$ cat config.mk
export PLATFORM = sky130hd
export DESIGN_NAME = vector_list_beam_sequencer_unit
export DESIGN_NICKNAME = d
export VERILOG_FILES = /design/src/rtl/core/vlbs_pkg.sv /design/src/rtl/core/vlbs_decode.sv /design/src/rtl/core/vector_list_beam_sequencer_unit.sv
export VERILOG_INCLUDE_DIRS = /design/src /design/src/rtl/core
export SDC_FILE = /design/constraint.sdc
export NUM_CORES = 1
export LEC_CHECK = 0
export BUFFER_PORTS_ARGS = -buffer_cell sky130_fd_sc_hd__buf_4
export CORE_ASPECT_RATIO = 0.9
export CORE_MARGIN = 2
export CORE_UTILIZATION = 50
export CTS_BUF_LIST = sky130_fd_sc_hd__clkbuf_8
export DETAILED_ROUTE_END_ITERATION = 7
export GPL_TIMING_DRIVEN = 0
export PLACE_DENSITY = 0.82
export SYNTH_ARGS = -nofsm -noshare
export SYNTH_HDL_FRONTEND = slang
export SYNTH_HIERARCHICAL = 1
export SYNTH_SLANG_ARGS = --single-unit
$ cat constraint.sdc
create_clock -name clk_i -period 7.04 [get_ports clk_i]
set_clock_uncertainty 0.15 [all_clocks]
set_input_delay 1.408 -clock clk_i [delete_from_list [all_inputs] [get_ports clk_i]]
set_output_delay 1.408 -clock clk_i [all_outputs]
set_load 0.1 [all_outputs]
$ cat src/rtl/core/vector_list_beam_sequencer_unit_assert.svh
// ----------------------------------------------------------------------------
// vector list beam sequencer assertion macros
// concurrent checks on clk_i with reset rst_ni, removed for synthesis
// ----------------------------------------------------------------------------
`ifndef VECTOR_LIST_BEAM_SEQUENCER_UNIT_ASSERT_SVH
`define VECTOR_LIST_BEAM_SEQUENCER_UNIT_ASSERT_SVH

`ifndef SYNTHESIS

// same-cycle implication
`define VLBS_ASSERT_IMP(lbl, ante, cons, msg) \
  lbl: assert property (@(posedge clk_i) disable iff (!rst_ni) (ante) |-> (cons)) \
    else $error(msg);

// next-cycle implication
`define VLBS_ASSERT_NXT(lbl, ante, cons, msg) \
  lbl: assert property (@(posedge clk_i) disable iff (!rst_ni) (ante) |=> (cons)) \
    else $error(msg);

`else

`define VLBS_ASSERT_IMP(lbl, ante, cons, msg)
`define VLBS_ASSERT_NXT(lbl, ante, cons, msg)

`endif

`endif

$ cat src/rtl/core/vlbs_pkg.sv
// ----------------------------------------------------------------------------
// vlbs_pkg
// shared constants and types of the vector list beam sequencer
// ----------------------------------------------------------------------------
package vlbs_pkg;

  localparam int unsigned ModeWidth  = 8;
  localparam int unsigned ScaleWidth = 8;
  localparam int unsigned CmdWidth   = 2;

  // entry mode that closes a list
  localparam logic [ModeWidth-1:0] ModeEnd = 8'h02;

  // beam command codes
  localparam logic [CmdWidth-1:0] CmdStart = 2'd0;
  localparam logic [CmdWidth-1:0] CmdMove  = 2'd1;
  localparam logic [CmdWidth-1:0] CmdDraw  = 2'd2;
  localparam logic [CmdWidth-1:0] CmdDone  = 2'd3;

  // list phase
  localparam logic PhaseIdle = 1'b0;
  localparam logic PhaseList = 1'b1;

  typedef struct packed {
    logic                valid;
    logic [CmdWidth-1:0] cmd;
    logic                last;
    logic                phase_next;
  } dec_ctrl_t;

endpackage

$ cat src/rtl/core/vlbs_decode.sv
// ----------------------------------------------------------------------------
// vlbs_decode
// picks the beam command that a held entry gives in its first or second slot
// ----------------------------------------------------------------------------
module vlbs_decode #(
  parameter int unsigned COORD_WIDTH = 8
) (
  input  logic signed [vlbs_pkg::ModeWidth-1:0]  mode_i,
  input  logic signed [COORD_WIDTH-1:0]          dy_i,
  input  logic signed [COORD_WIDTH-1:0]          dx_i,
  input  logic                                   list_start_i,
  input  logic signed [COORD_WIDTH-1:0]          start_y_i,
  input  logic signed [COORD_WIDTH-1:0]          start_x_i,
  input  logic        [vlbs_pkg::ScaleWidth-1:0] move_scale_i,
  input  logic        [vlbs_pkg::ScaleWidth-1:0] list_scale_i,
  input  logic                                   second_i,
  input  logic                                   phase_i,
  input  logic signed [COORD_WIDTH-1:0]          saved_y_i,
  input  logic signed [COORD_WIDTH-1:0]          saved_x_i,
  input  logic        [vlbs_pkg::ScaleWidth-1:0] saved_move_scale_i,
  input  logic        [vlbs_pkg::ScaleWidth-1:0] saved_list_scale_i,
  output vlbs_pkg::dec_ctrl_t                    ctrl_o,
  output logic signed [COORD_WIDTH-1:0]          beam_y_o,
  output logic signed [COORD_WIDTH-1:0]          beam_x_o,
  output logic        [vlbs_pkg::ScaleWidth-1:0] scale_o
);
  import vlbs_pkg::*;

  logic                  has_off;
  logic                  in_list;
  logic                  mode_zero;
  logic                  mode_end;
  logic                  is_open;
  logic signed [COORD_WIDTH-1:0] eff_y;
  logic signed [COORD_WIDTH-1:0] eff_x;
  logic [ScaleWidth-1:0] eff_ms;
  logic [ScaleWidth-1:0] eff_ls;

  assign has_off   = (dy_i != '0) || (dx_i != '0);
  assign in_list   = (phase_i == PhaseList);
  assign mode_zero = (mode_i == '0);
  assign mode_end  = (mode_i == ModeEnd);

  // a new list takes its start fields straight from the entry
  assign eff_y  = list_start_i ? start_y_i    : saved_y_i;
  assign eff_x  = list_start_i ? start_x_i    : saved_x_i;
  assign eff_ms = list_start_i ? move_scale_i : saved_move_scale_i;
  assign eff_ls = list_start_i ? list_scale_i : saved_list_scale_i;

  // resync: any positive mode other than end
  assign is_open = list_start_i || (in_list && !mode_i[ModeWidth-1] && !mode_zero && !mode_end);

  always_comb begin
    ctrl_o.valid      = 1'b0;
    ctrl_o.cmd        = CmdDone;
    ctrl_o.last       = 1'b1;
    ctrl_o.phase_next = phase_i;
    beam_y_o          = '0;
    beam_x_o          = '0;
    scale_o           = '0;
    if (list_start_i) begin
      ctrl_o.phase_next = PhaseList;
    end
    if (is_open) begin
      ctrl_o.valid = 1'b1;
      if (!second_i) begin
        ctrl_o.cmd  = CmdStart;
        ctrl_o.last = !has_off;
        beam_y_o    = eff_y;
        beam_x_o    = eff_x;
        scale_o     = eff_ms;
      end else begin
        ctrl_o.cmd  = CmdMove;
        beam_y_o    = dy_i;
        beam_x_o    = dx_i;
        scale_o     = eff_ls;
      end
    end else if (in_list) begin
      if (mode_i[ModeWidth-1]) begin
        ctrl_o.valid = 1'b1;
        ctrl_o.cmd   = CmdDraw;
        beam_y_o     = dy_i;
        beam_x_o     = dx_i;
        scale_o      = eff_ls;
      end else if (mode_zero) begin
        ctrl_o.valid = has_off;
        ctrl_o.cmd   = CmdMove;
        beam_y_o     = dy_i;
        beam_x_o     = dx_i;
        scale_o      = eff_ls;
      end else begin
        // end of list
        ctrl_o.valid      = 1'b1;
        ctrl_o.cmd        = CmdDone;
        ctrl_o.phase_next = PhaseIdle;
      end
    end
  end

endmodule

$ cat src/rtl/core/vector_list_beam_sequencer_unit.sv
// ----------------------------------------------------------------------------
// vector_list_beam_sequencer_unit
// turns vector list entries into zero/start, move, draw and done beam commands
// ----------------------------------------------------------------------------
// Usage:
//   Input channel (in_valid_i / in_stall_o) takes one list entry per request.
//   An entry with list_start_i set opens a list and latches start position
//   and both scales; it gives a go-to-start command and, for a nonzero
//   offset, a blanked move. Inside a list a negative mode draws, mode zero
//   moves (nothing for a zero offset), mode two ends the list, other positive
//   modes resync. Entries outside a list give no command.
//   Output channel (out_valid_o / out_stall_i) carries one command per
//   request; last_of_run_o marks the last command of an entry.
//   Entries pass the input register, then the output register. Throughput:
//   one entry per cycle for entries with one command or none while the
//   receiver does not stall; an entry with two holds the input until the
//   single output register, taking one command per cycle, has both.
//   Reset clears both registers and returns to the idle phase with zero
//   start fields. A stalled receiver holds the output register; a held
//   entry with a command then waits and in_stall_o rises in the same cycle.
// ----------------------------------------------------------------------------
module vector_list_beam_sequencer_unit #(
  parameter int unsigned COORD_WIDTH = 8
) (
  input  logic                                   clk_i,
  input  logic                                   rst_ni,
  input  logic                                   in_valid_i,
  output logic                                   in_stall_o,
  input  logic signed [vlbs_pkg::ModeWidth-1:0]  entry_mode_i,
  input  logic signed [COORD_WIDTH-1:0]          entry_dy_i,
  input  logic signed [COORD_WIDTH-1:0]          entry_dx_i,
  input  logic                                   list_start_i,
  input  logic signed [COORD_WIDTH-1:0]          start_y_i,
  input  logic signed [COORD_WIDTH-1:0]          start_x_i,
  input  logic        [vlbs_pkg::ScaleWidth-1:0] move_scale_i,
  input  logic        [vlbs_pkg::ScaleWidth-1:0] list_scale_i,
  output logic                                   out_valid_o,
  input  logic                                   out_stall_i,
  output logic        [vlbs_pkg::CmdWidth-1:0]   command_o,
  output logic signed [COORD_WIDTH-1:0]          beam_y_o,
  output logic signed [COORD_WIDTH-1:0]          beam_x_o,
  output logic        [vlbs_pkg::ScaleWidth-1:0] scale_o,
  output logic                                   last_of_run_o
);
  import vlbs_pkg::*;

  `include "vector_list_beam_sequencer_unit_assert.svh"

  // held entry
  logic                          item_vld_q;
  logic signed [ModeWidth-1:0]   mode_q;
  logic signed [COORD_WIDTH-1:0] dy_q;
  logic signed [COORD_WIDTH-1:0] dx_q;
  logic                          start_q;
  logic signed [COORD_WIDTH-1:0] sy_q;
  logic signed [COORD_WIDTH-1:0] sx_q;
  logic [ScaleWidth-1:0]         ms_q;
  logic [ScaleWidth-1:0]         ls_q;
  logic                          second_q;

  // list state
  logic                          phase_q;
  logic signed [COORD_WIDTH-1:0] saved_y_q;
  logic signed [COORD_WIDTH-1:0] saved_x_q;
  logic [ScaleWidth-1:0]         saved_ms_q;
  logic [ScaleWidth-1:0]         saved_ls_q;

  // result register
  logic                          out_vld_q;
  logic [CmdWidth-1:0]           cmd_q;
  logic signed [COORD_WIDTH-1:0] y_q;
  logic signed [COORD_WIDTH-1:0] x_q;
  logic [ScaleWidth-1:0]         sc_q;
  logic                          last_q;

  dec_ctrl_t                     ctrl;
  logic signed [COORD_WIDTH-1:0] dec_y;
  logic signed [COORD_WIDTH-1:0] dec_x;
  logic [ScaleWidth-1:0]         dec_sc;

  logic out_load;
  logic issue;
  logic item_done;
  logic in_acc;

  vlbs_decode #(
    .COORD_WIDTH(COORD_WIDTH)
  ) u_decode (
    .mode_i            (mode_q),
    .dy_i              (dy_q),
    .dx_i              (dx_q),
    .list_start_i      (start_q),
    .start_y_i         (sy_q),
    .start_x_i         (sx_q),
    .move_scale_i      (ms_q),
    .list_scale_i      (ls_q),
    .second_i          (second_q),
    .phase_i           (phase_q),
    .saved_y_i         (saved_y_q),
    .saved_x_i         (saved_x_q),
    .saved_move_scale_i(saved_ms_q),
    .saved_list_scale_i(saved_ls_q),
    .ctrl_o            (ctrl),
    .beam_y_o          (dec_y),
    .beam_x_o          (dec_x),
    .scale_o           (dec_sc)
  );

  assign out_load   = !out_vld_q || !out_stall_i;
  assign issue      = item_vld_q && ctrl.valid && out_load;
  assign item_done  = item_vld_q && (!ctrl.valid || (out_load && ctrl.last));
  assign in_stall_o = item_vld_q && !item_done;
  assign in_acc     = in_valid_i && !in_stall_o;

  always_ff @(posedge clk_i or negedge rst_ni) begin
    if (!rst_ni) begin
      item_vld_q <= 1'b0;
      second_q   <= 1'b0;
      phase_q    <= PhaseIdle;
      saved_y_q  <= '0;
      saved_x_q  <= '0;
      saved_ms_q <= '0;
      saved_ls_q <= '0;
      out_vld_q  <= 1'b0;
    end else begin
      if (in_acc) begin
        item_vld_q <= 1'b1;
      end else if (item_done) begin
        item_vld_q <= 1'b0;
      end
      if (item_done) begin
        second_q <= 1'b0;
      end else if (issue) begin
        second_q <= 1'b1;
      end
      // list state moves on once the entry has given all its commands
      if (item_done) begin
        phase_q <= ctrl.phase_next;
        if (start_q) begin
          saved_y_q  <= sy_q;
          saved_x_q  <= sx_q;
          saved_ms_q <= ms_q;
          saved_ls_q <= ls_q;
        end
      end
      if (out_load) begin
        out_vld_q <= issue;
      end
    end
  end

  always_ff @(posedge clk_i) begin
    if (in_acc) begin
      mode_q  <= entry_mode_i;
      dy_q    <= entry_dy_i;
      dx_q    <= entry_dx_i;
      start_q <= list_start_i;
      sy_q    <= start_y_i;
      sx_q    <= start_x_i;
      ms_q    <= move_scale_i;
      ls_q    <= list_scale_i;
    end
    if (issue) begin
      cmd_q  <= ctrl.cmd;
      y_q    <= dec_y;
      x_q    <= dec_x;
      sc_q   <= dec_sc;
      last_q <= ctrl.last;
    end
  end

  assign out_valid_o   = out_vld_q;
  assign command_o     = cmd_q;
  assign beam_y_o      = y_q;
  assign beam_x_o      = x_q;
  assign scale_o       = sc_q;
  assign last_of_run_o = last_q;

  `VLBS_ASSERT_IMP(a_second_held, second_q, item_vld_q, "second slot without a held entry")
  `VLBS_ASSERT_IMP(a_second_move, item_vld_q && second_q, ctrl.cmd == CmdMove && ctrl.last, "second slot must be the closing move")
  `VLBS_ASSERT_IMP(a_done_zero, out_vld_q && cmd_q == CmdDone, y_q == '0 && x_q == '0 && sc_q == '0, "list done carries nonzero fields")
  `VLBS_ASSERT_NXT(a_open_phase, item_done && start_q, phase_q == PhaseList, "list start did not open a list")
  `VLBS_ASSERT_NXT(a_start_not_last, issue && ctrl.cmd == CmdStart && !ctrl.last, item_vld_q && second_q, "start with offset lost its move")

endmodule

==> run summary <==
Comb pwr share = 43.3%
RSZ-0062 raised after global routing = false
cell with the most instances after synthesis = edfxtp_1
post-synthesis xor/xnor area fraction = 0%
Final Max Tran Viols = 0
Post-synth EDFFs = 84
post-route ant nets = 0
hold_ws = 0.351 ns
Required @ worst endpoint = 5.48 ns
Setup TNS = 0 ns
synth-to-layout area growth = 26.3%
Initial Util = 51.1%
clock slew at reported path FFs = 0.08 ns
post-CTS setup repair buffer count = 0
post-synthesis sequential area ratio = 70.0%
Clock power frac = 19.1%
CP Launch Point = mode_q[7]$_DFFE_PP_
Power Dens Cells = 513 nW/µm²
Hold Path Stages = 1
Post-Synthesis Cell Area = 4890 µm²
mux cell area share after synthesis = 16.9%
Hold Crit Class = flip-flop to flip-flop
Fin. Hold Viols = 0
vias in the first global route = 2925
Max rail drop VDD = 350 µV
Cell variety after synth = 35
IO Pins = 90
Iter 0 DRT Violations = 100
share of cells above drive strength 1 = 47.8%
Congestion Overflow GR = 0
Worst Setup Start Kind = flip-flop
cts bufs inserted = 17
Routed WL per cell = 18.3 µm
# H-tree levels = 4
Final Cycle Share = 60.6%
root buffer cell = clkbuf_8
asr flop ratio synth = 30.0%
Switch Pwr = 1.34 mW
largest net degree at the start of global routing = 37
Peak Freq = 234 MHz
clock tree buffer depth = 2
worst-path maximum fanout = 9
Multi-input gate area = 1340 µm²
Cells after Synth = 260
initial antenna violation count = 0
Mean Syn Cell Area = 18.8 µm²
fill cell count = 676
relative slew slack = 47.3%
Inst Count DP = 477
syn_nets = 321
DP HPWL = 6250 µm
first drt pass iteration count = 4
final setup fails = 0
DRT Wirelength = 9310 µm
Worst R2R Setup Slack = 3.66 ns
non-filler cells in the finished layout = 509
compound-cell area share of the yosys netlist = 6.86%
CP Class = flip-flop to primary output
Synth area leader = edfxtp_1
LEAKAGE = 2.48 nW
max-cap violations = 0
Synth Register Bits = 120
Reg-to-Reg End = sx_q[7]$_DFFE_PP_
top cells by area, synth = edfxtp_1 52%, dfrtp_1 18%, mux2_4 9.2%, o2bb2ai_1 4.3%, mux4_2 3.7%
Die Y = 97.8 µm
outcome = finished, final reports clean
DR vias = 2642
Sequential Power Share = 37.6%
Critical Path AT = 2.71 ns
routability cong. = 0.803
worst-margin pin slew = 0.789 ns
post-synth top area share = 51.6%
Yosys warnings = 6
prevailing post-synth register cell = edfxtp_1
Remaining DRCs = 0
sw frac = 42.3%
Site Rows = 34
crit end category = primary output
routed vias/inst = 5.19
total track usage = 19.0%
largest family of logic cells by synthesized area = multiplexers
first-pass GRT wire length = 14700 µm
clk_lat worst skew = 0.42 ns
register area = 3420 µm²
core area = 9570 µm²
final net count = 431
die area = 10600 µm²
post_cts resized = 0
internal power = 1.83 mW
synth cell count leaders = 84 x edfxtp_1, 36 x dfrtp_1, 30 x mux2_4, 24 x o2bb2ai_1, 16 x mux2i_1
IO buf count = 89
clock sinks = 120
min cycle time layout = 4.27 ns
Adder-Cell Fraction of Synth Area = 0%
# diodes = 0
Worst Hold End = saved_ms_q[1]$_DFFE_PN0P_
cells on worst reg2reg path = 8
# hold bufs at CTS = 0
simple-gate share of the synthesized area = 3.35%
FF-to-FF Start = mode_q[3]$_DFFE_PP_
chip width = 108 µm
hold path start = ms_q[1]$_DFFE_PP_
TritonCTS clock tree = built
power by group through the flow:
stage	logic (mW)	registers (mW)	clock network (mW)
detailed placement	1.37	1.20	0
floorplan	0.539	1.73	0
global route	1.43	1.22	0.649
finish	1.37	1.19	0.604
CTS	1.38	1.19	0.618
global placement	1.32	1.20	0
how the worst max path moves through the flow:
| stage | endpoint | slack, ns | cells after the start |
|---|---|---|---|
| 3_5_place_dp | in_stall_o | 3.23 | 7 |
| 5_1_grt | in_stall_o | 2.60 | 7 |
| 6_report | in_stall_o | 2.77 | 7 |
| 2_1_floorplan | dx_q[0]$_DFFE_PP_ | 1.75 | 3 |
| 4_1_cts | in_stall_o | 2.74 | 7 |
| 3_3_place_gp | sx_q[0]$_DFFE_PP_ | 0.95 | 7 |
layout by cell type, fill, tap and decap left out, types with 2 or more instances in the layout:
master	synthesis	routed
buf_4	2	91
edfxtp_1	84	84
dfrtp_1	36	36
mux2_4	30	30
o2bb2ai_1	24	24
clkbuf_8	0	17
mux2i_1	16	16
inv_1	10	10
mux4_2	8	8
inv_6	0	7
nand2_1	4	4
nor2_1	4	4
buf_12	3	4
nor4_1	4	4
mux2_2	3	3
inv_8	0	3
nor2b_1	4	3
or2_2	2	2
clkinvlp_4	0	2
clkinv_4	0	2
buf_2	2	2
a21oi_1	3	2
a21boi_0	2	2
clkbuf_1	2	2
nand2b_1	2	2
layout make-up:
| cell class | instances | share of cell area [%] |
|---|---|---|
| inverters | 10 | 0.608 |
| well taps | 126 | 2.55 |
| flip-flops and latches | 120 | 55.5 |
| clock buffers | 17 | 3.79 |
| plain buffers | 10 | 1.68 |
| repair buffers | 91 | 11.6 |
| multi-input cells | 120 | 21.8 |
| clock inverters | 15 | 2.55 |
worst max-delay path, stage by stage, from the launching register on:
cell and delay, ns:
edfxtp_1 0.49, nor2b_1 0.18, a21boi_0 0.43, o21bai_4 0.17, nand2b_1 0.21, a21boi_2 0.18
nor2_1 0.28, buf_4 0.35
layer usage:
| layer | GRT usage [%] | wire length (µm) |
|---|---|---|
| met1 | 23.5 | 3830 |
| met2 | 30.9 | 4710 |
| met4 | 9.86 | 270 |
| met3 | 4.94 | 499 |
| met5 | 0 | 0 |
through the flow:
step,total power [mW],utilization (%),area (µm²),setup slack (ns)
6_report,3.17,64.5,6170,2.77
3_3_place_gp,2.52,59.7,5710,0.951
2_1_floorplan,2.27,-,4890,1.75
3_5_place_dp,2.58,60.4,5780,3.23
4_1_cts,3.19,64.5,6170,2.74
5_1_grt,3.30,64.5,6170,2.60
kinds of logic (layout without fill, tap and decap cells):
kind of cell / after synthesis / in the layout
flip-flops: 120 / 120
AO/OA/AOI/OAI: 38 / 38
AND/OR/NAND/NOR: 25 / 25
buffers and inverters: 20 / 143
multiplexers: 57 / 57
No activity file was read; power rests on OpenSTA's default activity.
